[src/rtl/tssm_pkg.sv]
`timescale 1ns / 1ps
// ----------------------------------------------------------------------------
// tssm_pkg: shared types and constants of the SYN signature matcher
// Table geometry, function codes, the stored entry layout and the compare
// result that travels from the compare stage to the selection logic.
// ----------------------------------------------------------------------------
package tssm_pkg;

    localparam int TABLE_DEPTH = 64;
    localparam int IDX_W       = (TABLE_DEPTH > 1) ? $clog2(TABLE_DEPTH) : 1;
    localparam int CNT_W       = $clog2(TABLE_DEPTH + 1);

    localparam int FUNC_W      = 2;
    localparam int SCORE_W     = 17;
    localparam int WTYPE_W     = 2;
    localparam int CTL_W       = 10;
    localparam int OUT_IDX_W   = 6;

    localparam logic [FUNC_W-1:0] FUNC_CLASSIFY = 2'd0;
    localparam logic [FUNC_W-1:0] FUNC_APPEND   = 2'd1;
    localparam logic [FUNC_W-1:0] FUNC_CLEAR    = 2'd2;

    localparam logic [SCORE_W-1:0] NO_MATCH_SCORE = 17'd100000;

    // wildcard bits of the entry control word
    localparam int WC_MSS    = 0;
    localparam int WC_WSCALE = 1;
    localparam int WC_TTL    = 2;
    localparam int WC_IPOL   = 3;
    localparam int WC_HASH   = 4;
    localparam int WC_EOL    = 5;
    localparam int WC_QUIRKS = 6;
    localparam int CTL_SPECIFIC = 9;

    localparam logic [WTYPE_W-1:0] WTYPE_MULT  = 2'd1;
    localparam logic [WTYPE_W-1:0] WTYPE_EXACT = 2'd2;

    typedef logic [IDX_W-1:0] t_idx;
    typedef logic [CNT_W-1:0] t_cnt;

    typedef struct packed {
        logic [31:0]        layout_hash;
        logic [31:0]        quirks;
        logic [7:0]         eol_padding;
        logic [7:0]         ipopt_bytes;
        logic [7:0]         ttl;
        logic [15:0]        mss;
        logic [15:0]        win;
        logic [7:0]         wscale;
        logic               ack_flag;
    } t_pkt;

    typedef struct packed {
        t_pkt               fp;
        logic [CTL_W-1:0]   control;
        logic [SCORE_W-1:0] score;
    } t_entry;

    typedef struct packed {
        logic               valid;
        t_idx               idx;
        logic               hit;
        logic               specific;
        logic [SCORE_W-1:0] score;
        logic [WTYPE_W-1:0] wnd_kind;
    } t_cmp_res;

    typedef struct packed {
        logic [OUT_IDX_W-1:0] best_index;
        logic [WTYPE_W-1:0]   best_wnd_kind;
        logic [SCORE_W-1:0]   best_score;
        logic                 matched;
        logic                 table_full;
    } t_result;

    // low bits of a table index, as reported on the result channel
    function automatic logic [OUT_IDX_W-1:0] out_index(input t_idx idx);
        logic [31:0] wide;
        wide = 32'(idx);
        return wide[OUT_IDX_W-1:0];
    endfunction

endpackage

[src/rtl/tssm_entry_cmp.sv]
`timescale 1ns / 1ps
// ----------------------------------------------------------------------------
// tssm_entry_cmp: field compare of one table entry against the fingerprint
// Registers the hit flag together with the entry's index, class and score.
// ----------------------------------------------------------------------------
module tssm_entry_cmp (
    input  logic                i_clk,
    input  logic                i_rst_n,
    input  logic                i_vld,
    input  tssm_pkg::t_idx      i_idx,
    input  tssm_pkg::t_entry    i_ent,
    input  tssm_pkg::t_pkt      i_pkt,
    output tssm_pkg::t_cmp_res  o_res
);

    logic [6:0]                    wc;
    logic [tssm_pkg::WTYPE_W-1:0]  wtype;
    logic [31:0]                   win_prod;
    logic                          fail;
    tssm_pkg::t_cmp_res            r_res;

    assign wc       = i_ent.control[6:0];
    assign wtype    = i_ent.control[8:7];
    assign win_prod = 32'(i_pkt.mss) * 32'(i_ent.fp.win);

    always_comb begin
        fail = 1'b0;
        if (i_ent.fp.layout_hash != i_pkt.layout_hash && !wc[tssm_pkg::WC_HASH]) fail = 1'b1;
        if (i_ent.fp.quirks != i_pkt.quirks && !wc[tssm_pkg::WC_QUIRKS])        fail = 1'b1;
        if (i_ent.fp.eol_padding != i_pkt.eol_padding && !wc[tssm_pkg::WC_EOL]) fail = 1'b1;
        if (i_ent.fp.ipopt_bytes != i_pkt.ipopt_bytes && !wc[tssm_pkg::WC_IPOL]) fail = 1'b1;
        // entry TTL is a ceiling: fail only when the packet exceeds it
        if (i_ent.fp.ttl < i_pkt.ttl && !wc[tssm_pkg::WC_TTL])                  fail = 1'b1;
        if (i_ent.fp.mss != i_pkt.mss && !wc[tssm_pkg::WC_MSS])                 fail = 1'b1;
        if (wtype == tssm_pkg::WTYPE_MULT && win_prod != {16'd0, i_pkt.win})    fail = 1'b1;
        if (wtype == tssm_pkg::WTYPE_EXACT && i_ent.fp.win != i_pkt.win)        fail = 1'b1;
        if (i_ent.fp.wscale != i_pkt.wscale && !wc[tssm_pkg::WC_WSCALE])        fail = 1'b1;
    end

    always_ff @(posedge i_clk) begin
        if (!i_rst_n) begin
            r_res.valid <= 1'b0;
        end else begin
            r_res.valid <= i_vld;
        end
        r_res.idx      <= i_idx;
        r_res.hit      <= !fail && (i_ent.fp.ack_flag == i_pkt.ack_flag);
        r_res.specific <= i_ent.control[tssm_pkg::CTL_SPECIFIC];
        r_res.score    <= i_ent.score;
        r_res.wnd_kind <= wtype;
    end

    assign o_res = r_res;

endmodule

[config.mk]
export PLATFORM = sky130hd
export DESIGN_NAME = tssm_entry_cmp
export DESIGN_NICKNAME = d
export VERILOG_FILES = /design/src/rtl/tssm_pkg.sv /design/src/rtl/tssm_entry_cmp.sv
export SDC_FILE = /design/constraint.sdc
export NUM_CORES = 1
export LEC_CHECK = 0
export BUFFER_PORTS_ARGS = -buffer_cell sky130_fd_sc_hd__buf_2
export CAP_MARGIN = 20
export CORE_MARGIN = 1.5
export CORE_UTILIZATION = 35
export CTS_BUF_LIST = sky130_fd_sc_hd__clkbuf_16
export DETAILED_ROUTE_END_ITERATION = 10
export PLACE_DENSITY = 0.56
export SKIP_LAST_GASP = 1
export SYNTH_ARGS = -nofsm -noshare
export SYNTH_HDL_FRONTEND = slang
export SYNTH_SLANG_ARGS = --single-unit
[constraint.sdc]
create_clock -name i_clk -period 12.4 [get_ports i_clk]
set_input_delay 0.62 -clock i_clk [delete_from_list [all_inputs] [get_ports i_clk]]
set_output_delay 0.62 -clock i_clk [all_outputs]
set_load 0.02 [all_outputs]
After elaboration in Yosys (flattened, before gate mapping)
Index checks and enable logic that the tools add are counted.

Flip-flop bits (word level): 28. Bits in latches: 0. Memory bits (writable): 0. Bits in read-only memories: 0. Output and inout port bits: 28. Memories: 0.

Add/sub/neg operators: 0. $mul: 1. Div/mod/pow operators: 0. $lt $le $gt $ge: 1. Eq/ne operators: 11. Shift operators: 0. Mux-type cells: 9. Bitwise logic cells: 0. Reduce and logical (&&, ||, !) cells: 18.

Operator list (count): $ne A32 B32 Y1 (2); $mul A16 B16 Y32 (1); $ne A16 B16 Y1 (2); $ne A32 B16 Y1 (1); $ne A8 B8 Y1 (3); $logic_and A1 B1 Y1 (10); $mux W1 (9); $logic_not A1 Y1 (8); $lt A8 B8 Y1 (1); $eq A2 B1 Y1 const B (1); $eq A2 B2 Y1 const B (1); $eq A1 B1 Y1 (1).

Longest topological paths before layout
Gate-level depths: netlist of the first run.

Word-level depth: 13. Depth in mapped cells: 25.

Least setup slack after synthesis of the first run
No wires, ideal clock.

Path kind: in2reg. Start point: input port i_ent[37] in the netlist's numbering. End point: register r_res, in the netlist o_res[20]. Library setup time: 0.069 ns. Arrival time: 6.235 ns. Slack: 6.096 ns. Cell stages on the path: 20. Cells stage by stage: clkbuf_1 > clkbuf_1 > nand2_1 > fa_1 > fa_1 > fa_1 > fa_1 > fa_1 > fa_1 > inv_1 > ha_1 > buf_6 > a21oi_2 > o21ai_1 > a221o_1 > nor4b_1 > or4b_1 > nor4_2 > nand4_1 > o21ai_1.

Cells in the longest elaborated chain, start to end: 8.

Ends and longest elaborated chain: start, declared (line tssm_entry_cmp.sv:11) `input tssm_pkg::t_entry i_ent,`; $mul A16 B16 Y32 (line tssm_entry_cmp.sv:24) `assign win_prod = 32'(i_pkt.mss) * 32'(i_ent.fp.win);`; $ne A32 B16 Y1 (line tssm_entry_cmp.sv:35) `if (wtype == tssm_pkg::WTYPE_MULT && win_prod != {16'd0, i_pkt.win}) fail = 1'b1;`; $logic_and A1 B1 Y1 (line tssm_entry_cmp.sv:35); $mux W1 (line tssm_entry_cmp.sv:35); $mux W1 (*) (line tssm_entry_cmp.sv:36) `if (wtype == tssm_pkg::WTYPE_EXACT && i_ent.fp.win != i_pkt.win) fail = 1'b1;`; $mux W1 (*) (line tssm_entry_cmp.sv:37) `if (i_ent.fp.wscale != i_pkt.wscale && !wc[tssm_pkg::WC_WSCALE]) fail = 1'b1;`; $logic_not A1 Y1 (*) (line tssm_entry_cmp.sv:47) `r_res.hit <= !fail && (i_ent.fp.ack_flag == i_pkt.ack_flag);`; $logic_and A1 B1 Y1 (*) (line tssm_entry_cmp.sv:47); end, declared (line tssm_entry_cmp.sv:20) `tssm_pkg::t_cmp_res r_res;`.

Every way passes the cells marked *; elsewhere a longest branch is shown, timed or not. A chain may end at the register's enable or synchronous reset.

Worst setup path in the final report of the first run
Start point: input port i_ent[40] in the netlist's numbering. End point: register r_res, in the netlist o_res[20].

Same word-level chain as after synthesis.

==> results.sh, run 1 <==
export IMPL_startpoint_type="primary input"
export IMPL_hold_viol_final=0
export IMPL_setup_violations=0
export IMPL_drc_errors=0
export IMPL_tightest_slew_ns=0.913
export IMPL_max_freq_mhz=148
export IMPL_grt_max_degree=18
export IMPL_ys_seq_area_share_pct=5.01
export IMPL_layout_worst_path_cycle_share_pct=54.5
export IMPL_relSlewSlack_pct=37.6
export IMPL_cts_clk_slew_worst_paths_ns=0.07
export IMPL_fp_dieArea_mm2=0.0331
export IMPL_synth_largest_area_cell="fa_1"
export IMPL_cp_startpoint="i_ent[40]"
export IMPL_synthFlopType="dfxtp_1"
export IMPL_layout_min_cycle_time_ns=6.76
export IMPL_avgRoutedWirePerCell_um=19.3
export IMPL_ioPinCount=322
export IMPL_cts_setup_buffers=0
export IMPL_antenna_found_initial=2
export IMPL_cts_made_buffers=3
export IMPL_netlist_top_cells_area="fa_1, ha_1, inv_1"
export IMPL_drv_cap=0
export IMPL_outcome="finished clean"
export IMPL_largest_reg_flops=28
export IMPL_dp_final_hpwl_um=33000
export IMPL_worst_ep_required_time_ns=12.59
export IMPL_clk_path_buf_depth=2
export IMPL_fp_row_count=65
export IMPL_place_gp_congestion=0.946
export IMPL_synthCells=1296
export IMPL_post_cts_resized=0
export IMPL_nets=2162
export IMPL_area_growth_pct=17.6
export IMPL_final_max_slew_viol_count=0
export IMPL_first_global_vias=10200
export IMPL_synth_fp_nets=1895
export IMPL_drtAntennaViolNets=0
export IMPL_layout_commonest_cell="buf_2"
export IMPL_tns_ns=0
export IMPL_start_util_pct=35.5
export IMPL_path_class="primary input to flop"
export IMPL_ys_async_sr_fraction_pct=0
export IMPL_syn_area_mm2=0.0112
export IMPL_grt_overflow=0
export IMPL_core_area_mm2=0.0316
export IMPL_vias_per_cell=5.08
export IMPL_chipWidth_um=182
export IMPL_synth_edf_count=0
export IMPL_cts_htree_levels=1
export IMPL_drt_first_pass_iters=5
export IMPL_synth_seq_cells=28
export IMPL_crit_arrival_ns=6.95
export IMPL_rsz0062_at_grt="no"
export IMPL_crit_path_end="o_res[20]$_DFF_P_"
export IMPL_synth_top_area_share_pct=34.7
export IMPL_grt_usage_pct=22.8
export IMPL_cts_tree="yes"
export IMPL_clock_sinks=28
export IMPL_drive_gt1_share_pct=21.8
export IMPL_grt_pass1_wl_um=57900
export IMPL_wirelength_um=37900
export IMPL_crit_path_end_kind="flop"
export IMPL_synthDistinctLibCells=72
export IMPL_dieHeight_um=182
export IMPL_hp_class="primary input to flop"
export IMPL_crit_fanout=17
export IMPL_final_cell_mix="buf_2, inv_1, fa_1"
export IMPL_via_count=9996
export IMPL_root_buffer="clkbuf_16"
export IMPL_synth_area_per_cell_um2=8.64
export IMPL_yosys_warnings=0
export IMPL_io_buffers=321
export IMPL_initialDrtViolationCount=515
export IMPL_ctsHoldBuffers=0
## layer usage
layer	wire, um	up-vias	track usage (%)
li1	-	4647	-
met1	17900	4972	33.4
met2	17500	343	37.3
met3	2010	34	2.13
met4	516	0	3.50
met5	0	-	0
## logic make-up (layout without fill, tap and decap cells)
logic type                 Yosys count  after routing  share of synthesized area (%)
AOI/OAI and AO/OA                  140            140                           8.62
xor gates and xnor gates           146            146                           11.5
adders and majority gates          305            305                           47.1
buffers and inverters              253            519                           8.72
DFF                                 28             28                           5.01
muxes                                4              4                          0.391
other                                0              2                              0
and+or+nand+nor                    420            420                           18.7
## area by class of cell
cell class / instances / area, um^2
tap: 402 / 503
multi-input combinational: 1015 / 9660
sequential: 28 / 561
fill: 3241 / 18400
antenna: 2 / 5.00
clock inverter: 1 / 30.0
clock buffer: 3 / 75.1
inverter: 194 / 728
timing repair buffer: 321 / 1610
## Yosys cell counts (all sizes together) (6+ instances only)
master   instances
a21o             9
xor2            67
nand3           12
inv            194
nor2            38
nand4           24
o21ai           27
xnor2           79
nand2          186
and3             7
clkbuf          50
nor3            10
nor4            24
dfxtp           28
ha             111
buf              9
a21oi           40
fa             194
and2           103
o2111ai          6
## worst min path at each step
| stage | startpoint | endpoint | slack, ns | cells after the start |
|---|---|---|---|---|
| 6_report | i_ent[2] | o_res[4]$_DFF_P_ | 0.46 | 1 |
| 3_3_place_gp | i_ent[0] | o_res[2]$_DFF_P_ | 0.72 | 1 |
| 2_1_floorplan | i_ent[24] | o_res[0]$_DFF_P_ | 0.65 | 0 |
| 3_5_place_dp | i_ent[2] | o_res[4]$_DFF_P_ | 0.72 | 1 |
| 5_1_grt | i_idx[4] | o_res[25]$_DFF_P_ | 0.44 | 1 |
| 4_1_cts | i_ent[2] | o_res[4]$_DFF_P_ | 0.45 | 1 |
## stage by stage
step | util [%] | instance area, um^2 | setup slack, ns | cells | hold slack [ns]
2_1_floorplan | - | 11200 | 6.10 | 1296 | 0.648
3_3_place_gp | 41.4 | 13100 | 5.45 | 1960 | 0.723
3_5_place_dp | 41.4 | 13100 | 5.46 | 1960 | 0.724
4_1_cts | 41.7 | 13200 | 5.71 | 1964 | 0.448
5_1_grt | 41.7 | 13200 | 5.47 | 1966 | 0.441
6_report | 41.7 | 13200 | 5.64 | 1966 | 0.456
## critical path, stage by stage
cell	delay (ns)
buf_2	0.34
nand2_1	0.16
fa_1	0.56
inv_1	0.05
fa_1	0.47
inv_1	0.05
fa_1	0.48
fa_1	0.57
fa_1	0.43
fa_1	0.48
inv_1	0.04
ha_1	0.42
inv_1	0.16
o2bb2ai_1	0.15
a2111oi_0	0.72
nand4_1	0.19
or4b_1	0.61
nor4_2	0.21
nand4_1	0.13
o21ai_1	0.10
Power of run 1 is not shown: default switching activity piles up to over one toggle a cycle in this logic, so the estimate is an artifact.
==> run 2, diff against run 1 <==
clock period = 6.6 ns   (was 12.4 ns; I/O delays follow)
==> run 2 against run 1 <==
  * Die area unchanged
  * Routed wire length increased by 1.4%
  * Non-clock buffer count increased by 17
  * Worst hold slack got worse by 0.29 ns
  * Clock-buffer cell count unchanged
  * Critical path depth decreased by 2
  * Final cell count increased by 0.92%
  * Critical endpoint unchanged
==> results.sh, run 2 (synthesis results as in run 1) <==
export IMPL_outcome="finished clean"
export IMPL_place_gp_congestion=0.930
export IMPL_drv_cap=0
export IMPL_worst_ep_required_time_ns=6.79
export IMPL_crit_path_end_kind="flop"
export IMPL_worst_path_max_delay_cell="fa_1"
export IMPL_crit_arrival_ns=6.37
export IMPL_core_area_mm2=0.0316
export IMPL_layout_min_cycle_time_ns=6.18
export IMPL_worstHoldEndpoint="o_res[2]$_DFF_P_"
export IMPL_via_count=10100
export IMPL_crit_buf_inv=2
export IMPL_avgRoutedWirePerCell_um=19.4
export IMPL_seqCellArea_um2=561
export IMPL_drc_errors=0
export IMPL_fin_util_pct=42.2
export IMPL_cts_tree="yes"
export IMPL_clk_path_buf_depth=2
export IMPL_final_cell_mix="buf_2, inv_1, fa_1"
export IMPL_wirelength_um=38400
export IMPL_tightest_slew_ns=0.757
export IMPL_crit_fanout=17
export IMPL_ioPinCount=322
export IMPL_critPathMaxStageDelay_ns=0.62
export IMPL_area_growth_pct=18.8
export IMPL_cp_cell_sequence="buf_2, nand2_1, fa_1, fa_1, fa_1, fa_1, fa_1, fa_1, inv_1, ha_1, xor2_2, o21ai_0, a221o_1, nor4b_1, or4b_1, nor4_2, nand4_1, o21ai_1"
export IMPL_cpMostUsedCell="fa_1"
export IMPL_hp_class="primary input to flop"
export IMPL_layout_worst_path_cycle_share_pct=93.6
export IMPL_clock_sinks=28
export IMPL_drive_gt1_share_pct=22.7
export IMPL_grt_pass1_wl_um=59700
export IMPL_first_global_vias=10600
export IMPL_multiInputGateArea_mm2=0.00966
export IMPL_root_buffer="clkbuf_16"
export IMPL_whs_path_depth=1
export IMPL_grt_overflow=0
export IMPL_crit_family="adder cells"
export IMPL_rsz0062_at_grt="no"
export IMPL_largest_reg_flops=28
export IMPL_dp_final_hpwl_um=33800
export IMPL_dieHeight_um=182
export IMPL_cts_made_buffers=3
export IMPL_min_delay_start="i_ent[0]"
export IMPL_fp_row_count=65
export IMPL_ctsHoldBuffers=0
export IMPL_layout_commonest_cell="buf_2"
export IMPL_nets=2179
export IMPL_startpoint_type="primary input"
export IMPL_grt_usage_pct=23.6
export IMPL_setup_violations=0
export IMPL_drtAntennaViolNets=0
export IMPL_start_util_pct=35.5
export IMPL_cts_htree_levels=1
export IMPL_grt_max_degree=18
export IMPL_io_buffers=321
export IMPL_max_freq_mhz=162
export IMPL_hold_viol_final=0
export IMPL_antenna_found_initial=4
export IMPL_relSlewSlack_pct=49.4
export IMPL_vias_per_cell=5.11
export IMPL_chipWidth_um=182
export IMPL_path_class="primary input to flop"
export IMPL_final_max_slew_viol_count=0
export IMPL_drt_first_pass_iters=5
export IMPL_initialDrtViolationCount=649
export IMPL_fp_dieArea_mm2=0.0331
export IMPL_nFillCells=3230
export IMPL_cts_clk_slew_worst_paths_ns=0.07
[run 2: cell types whose count changed in the layout (fill, tap and decap cells not counted), sizes merged]
cell / change
buf: +17
diode: +1
[run 2: repair_timing]
action,CTS,global route
gates resized for setup,0,2
setup endpoints to repair,0,1
hold endpoints to repair,0,0
buffers inserted,0,0
[run 2: final cells by class]
cell class	instances	area share (%)
antenna	3	0.0564
clock buffer	3	0.564
clock inverter	1	0.226
inverter	194	5.47
multi-input combinational	1015	72.6
sequential	28	4.21
tap	402	3.78
timing repair buffer	338	13.0
[run 2: worst max path at each step]
stage,to,cells after the start,start
floorplan,o_res[20]$_DFF_P_,20,i_ent[37]
global placement,o_res[20]$_DFF_P_,20,i_pkt[36]
detailed placement,o_res[20]$_DFF_P_,20,i_pkt[36]
CTS,o_res[20]$_DFF_P_,20,i_pkt[36]
global route,o_res[20]$_DFF_P_,19,i_ent[40]
finish,o_res[20]$_DFF_P_,18,i_ent[38]
[run 2: layer usage]
| metal | part of all wire [%] | GRT usage (%) | wire length (um) | vias to the layer above |
|---|---|---|---|---|
| met4 | 2.1 | 4.90 | 795 | 0 |
| met3 | 6.4 | 3.45 | 2460 | 48 |
| met5 | 0 | 0 | 0 | - |
| met1 | 45 | 33.4 | 17400 | 5046 |
| li1 | - | - | - | 4690 |
| met2 | 46 | 38.2 | 17700 | 355 |
[run 2: through the flow]
stage / cell area [um^2] / TNS (ns) / setup slack (ns) / hold slack [ns] / cells
after floorplan: 11200 / 0 / 0.586 / 0.358 / 1296
after global placement: 13200 / 0 / 0.0138 / 0.433 / 1977
after detailed placement: 13200 / -0.0249 / -0.0249 / 0.434 / 1977
after CTS: 13300 / 0 / 0.239 / 0.157 / 1981
after global routing: 13300 / 0 / 0.0792 / 0.156 / 1983
final: 13300 / 0 / 0.424 / 0.165 / 1984
Power of run 2 is left out for the same reason.
==> run 3, diff against run 2 <==
ABC_AREA = 1   (was unset)
PLACE_DENSITY = 0.55   (was 0.56)
SETUP_SLACK_MARGIN = 0.5   (was unset)
==> run 3 against run 2 <==
  * Clock-buffer cell count unchanged
  * Synthesized cell count increased by 28%
  * Final area rose by 4.4%
  * Maximum frequency rose by 8.1%
  * Via count rose by 6.2%
  * Area after synthesis increased by 5.9%
  * Global-route usage fell by 2.5 points
  * Worst setup slack gained 0.46 ns
  * First-iteration DRC count down 18%
  * Critical path type unchanged
  * Utilization is 0.62 points lower
  * Worst hold slack improved by 0.00094 ns
  * Non-clock buffer count is 16 lower
==> results.sh, run 3 <==
export IMPL_outcome="finished clean"
export IMPL_busiest_layer="met2"
export IMPL_grt_max_degree=19
export IMPL_synth_edf_count=0
export IMPL_chipWidth_um=187
export IMPL_drtAntennaViolNets=0
export IMPL_startpoint_type="primary input"
export IMPL_p_leak_nw=8.10
export IMPL_final_max_slew_viol_count=0
export IMPL_ys_seq_area_share_pct=4.73
export IMPL_nFillCells=3546
export IMPL_drt_first_pass_iters=7
export IMPL_synth_top_area_share_pct=32.8
export IMPL_fp_row_count=67
export IMPL_yosys_warnings=0
export IMPL_drv_cap=0
export IMPL_post_cts_resized=0
export IMPL_grt_use_met3_pct=2.08
export IMPL_ioPinCount=322
export IMPL_yosysMostFrequentCell="nand2_1"
export IMPL_layout_worst_path_cycle_share_pct=86.6
export IMPL_grt_overflow=0
export IMPL_layout_min_cycle_time_ns=5.71
export IMPL_synthCells=1660
export IMPL_ctsHoldBuffers=0
export IMPL_place_gp_congestion=0.936
export IMPL_max_freq_mhz=175
export IMPL_p_sw_mw=4.75
export IMPL_relSlewSlack_pct=65.7
export IMPL_p_int_mw=3.03
export IMPL_wirelength_um=36000
export IMPL_crit_path_end_kind="flop"
export IMPL_synthDistinctLibCells=37
export IMPL_setup_violations=0
export IMPL_crit_fanout=17
export IMPL_cts_htree_levels=1
export IMPL_tightest_slew_ns=0.514
export IMPL_clk_path_buf_depth=2
export IMPL_fp_dieArea_mm2=0.0350
export IMPL_synth_common_cells="nand2_1, inv_1, fa_1"
export IMPL_tns_ns=0
export IMPL_pwr_share_seq_pct=2.3
export IMPL_vdd_drop_max_uv=470
export IMPL_grt_met1_usage_pct=29.8
export IMPL_synth_fp_nets=2259
export IMPL_p_sw_share_pct=61.0
export IMPL_multiInputGateArea_mm2=0.00950
export IMPL_crit_arrival_ns=5.92
export IMPL_synth_seq_cells=28
export IMPL_rsz0062_at_grt="no"
export IMPL_cts_clk_slew_worst_paths_ns=0.07
export IMPL_worst_ep_required_time_ns=6.80
export IMPL_power_density_mw_per_mm2=560
export IMPL_antenna_found_initial=0
export IMPL_avgRoutedWirePerCell_um=15.2
export IMPL_synth_area_per_cell_um2=7.14
export IMPL_ys_async_sr_fraction_pct=0
export IMPL_power_frac_clock_pct=2.3
export IMPL_grtUsageMet2_pct=35.7
export IMPL_cts_setup_buffers=0
export IMPL_drc_errors=0
export IMPL_initialDrtViolationCount=531
export IMPL_nets=2522
export IMPL_vias_per_cell=4.54
export IMPL_whs_ns=0.166
export IMPL_synth_largest_area_cell="fa_1"
export IMPL_path_class="primary input to flop"
export IMPL_first_global_vias=11200
export IMPL_diodes=0
export IMPL_dieHeight_um=187
export IMPL_grt_pass1_wl_um=58800
export IMPL_largest_reg_flops=28
export IMPL_drive_gt1_share_pct=19.4
export IMPL_layout_commonest_cell="nand2_1"
export IMPL_final_cell_mix="nand2_1, inv_1, buf_2"
export IMPL_dp_final_hpwl_um=32200
export IMPL_io_buffers=321
export IMPL_cts_made_buffers=3
export IMPL_netlist_top_cells_area="fa_1, nand2_1, inv_1"
export IMPL_area_growth_pct=17.2
export IMPL_seqCellArea_um2=561
export IMPL_syn_area_mm2=0.0119
export IMPL_combPwrFrac_pct=95.4
export IMPL_root_buffer="clkbuf_16"
export IMPL_hold_viol_final=0
export IMPL_start_util_pct=35.4
export IMPL_core_area_mm2=0.0334
export IMPL_grt_usage_pct=21.1
export IMPL_cts_tree="yes"
export IMPL_synthFlopType="dfxtp_1"
export IMPL_via_count=10800
export IMPL_hp_class="primary input to flop"
export IMPL_clock_sinks=28
[run 3: per-layer routing]
layer	up-vias	routed length [um]
met4	0	352
li1	5331	-
met5	-	0
met1	5146	16900
met2	267	17300
met3	24	1490
[run 3: through the flow]
| step | area (um^2) | power [mW] | worst slack (ns) | util (%) | std cells |
|---|---|---|---|---|---|
| finish | 13900 | 7.78 | 0.885 | 41.5 | 2370 |
| global route | 13900 | 8.93 | 0.636 | 41.5 | 2370 |
| CTS | 13900 | 7.86 | 0.921 | 41.5 | 2370 |
| detailed placement | 13800 | 7.62 | 0.657 | 41.2 | 2366 |
| global placement | 13800 | 7.62 | 0.643 | 41.2 | 2366 |
| floorplan | 11900 | 5.83 | 1.09 | - | 1660 |
[run 3: critical path, cell delays in order]
cell     delay, ns
buf_2         0.36
nand2_1       0.15
fa_1          0.54
fa_1          0.59
fa_1          0.46
fa_1          0.57
fa_1          0.44
fa_1          0.50
inv_1         0.05
ha_1          0.39
nand2_2       0.11
nor2_2        0.20
nand3_1       0.20
nand3_2       0.16
nand2_1       0.06
nand3_1       0.08
nand2_1       0.07
nor2_1        0.11
nand3_1       0.08
nor2_1        0.20
nand3_1       0.14
a21oi_2       0.12
[run 3: final timing paths]
| path | startpoint | end | slack [ns] | cells past startpoint |
|---|---|---|---|---|
| max | i_pkt[35] | o_res[20]$_DFF_P_ | 0.89 | 22 |
| min | i_ent[9] | o_res[11]$_DFF_P_ | 0.17 | 1 |
[run 3: layout make-up]
class                   instances  area share (%)
clock buffers                   3           0.540
clock inverters                 1           0.216
inverters                     413            11.2
multi-input cells            1155            68.4
flip-flops and latches         28            4.03
well taps                     448            4.03
repair buffers                322            11.6
[run 3: power groups by stage]
stage,registers (mW),logic (mW),clock network [mW]
5_1_grt,0.180,8.56,0.193
2_1_floorplan,0.195,5.63,0
3_3_place_gp,0.183,7.44,0
3_5_place_dp,0.183,7.43,0
6_report,0.179,7.42,0.178
4_1_cts,0.179,7.50,0.183
[run 3: cell families (layout without fill, tap and decap cells)]
kind of cell / Yosys count / after routing / share of synthesized area [%]
AOI/OAI and AO/OA: 45 / 45 / 2.53
buffers and inverters: 477 / 739 / 15.1
and+or+nand+nor: 679 / 679 / 23.8
xor gates and xnor gates: 126 / 126 / 9.31
DFF: 28 / 28 / 4.73
adders and majority gates: 305 / 305 / 44.5
Note: power is estimated with default switching activity, not from simulation.
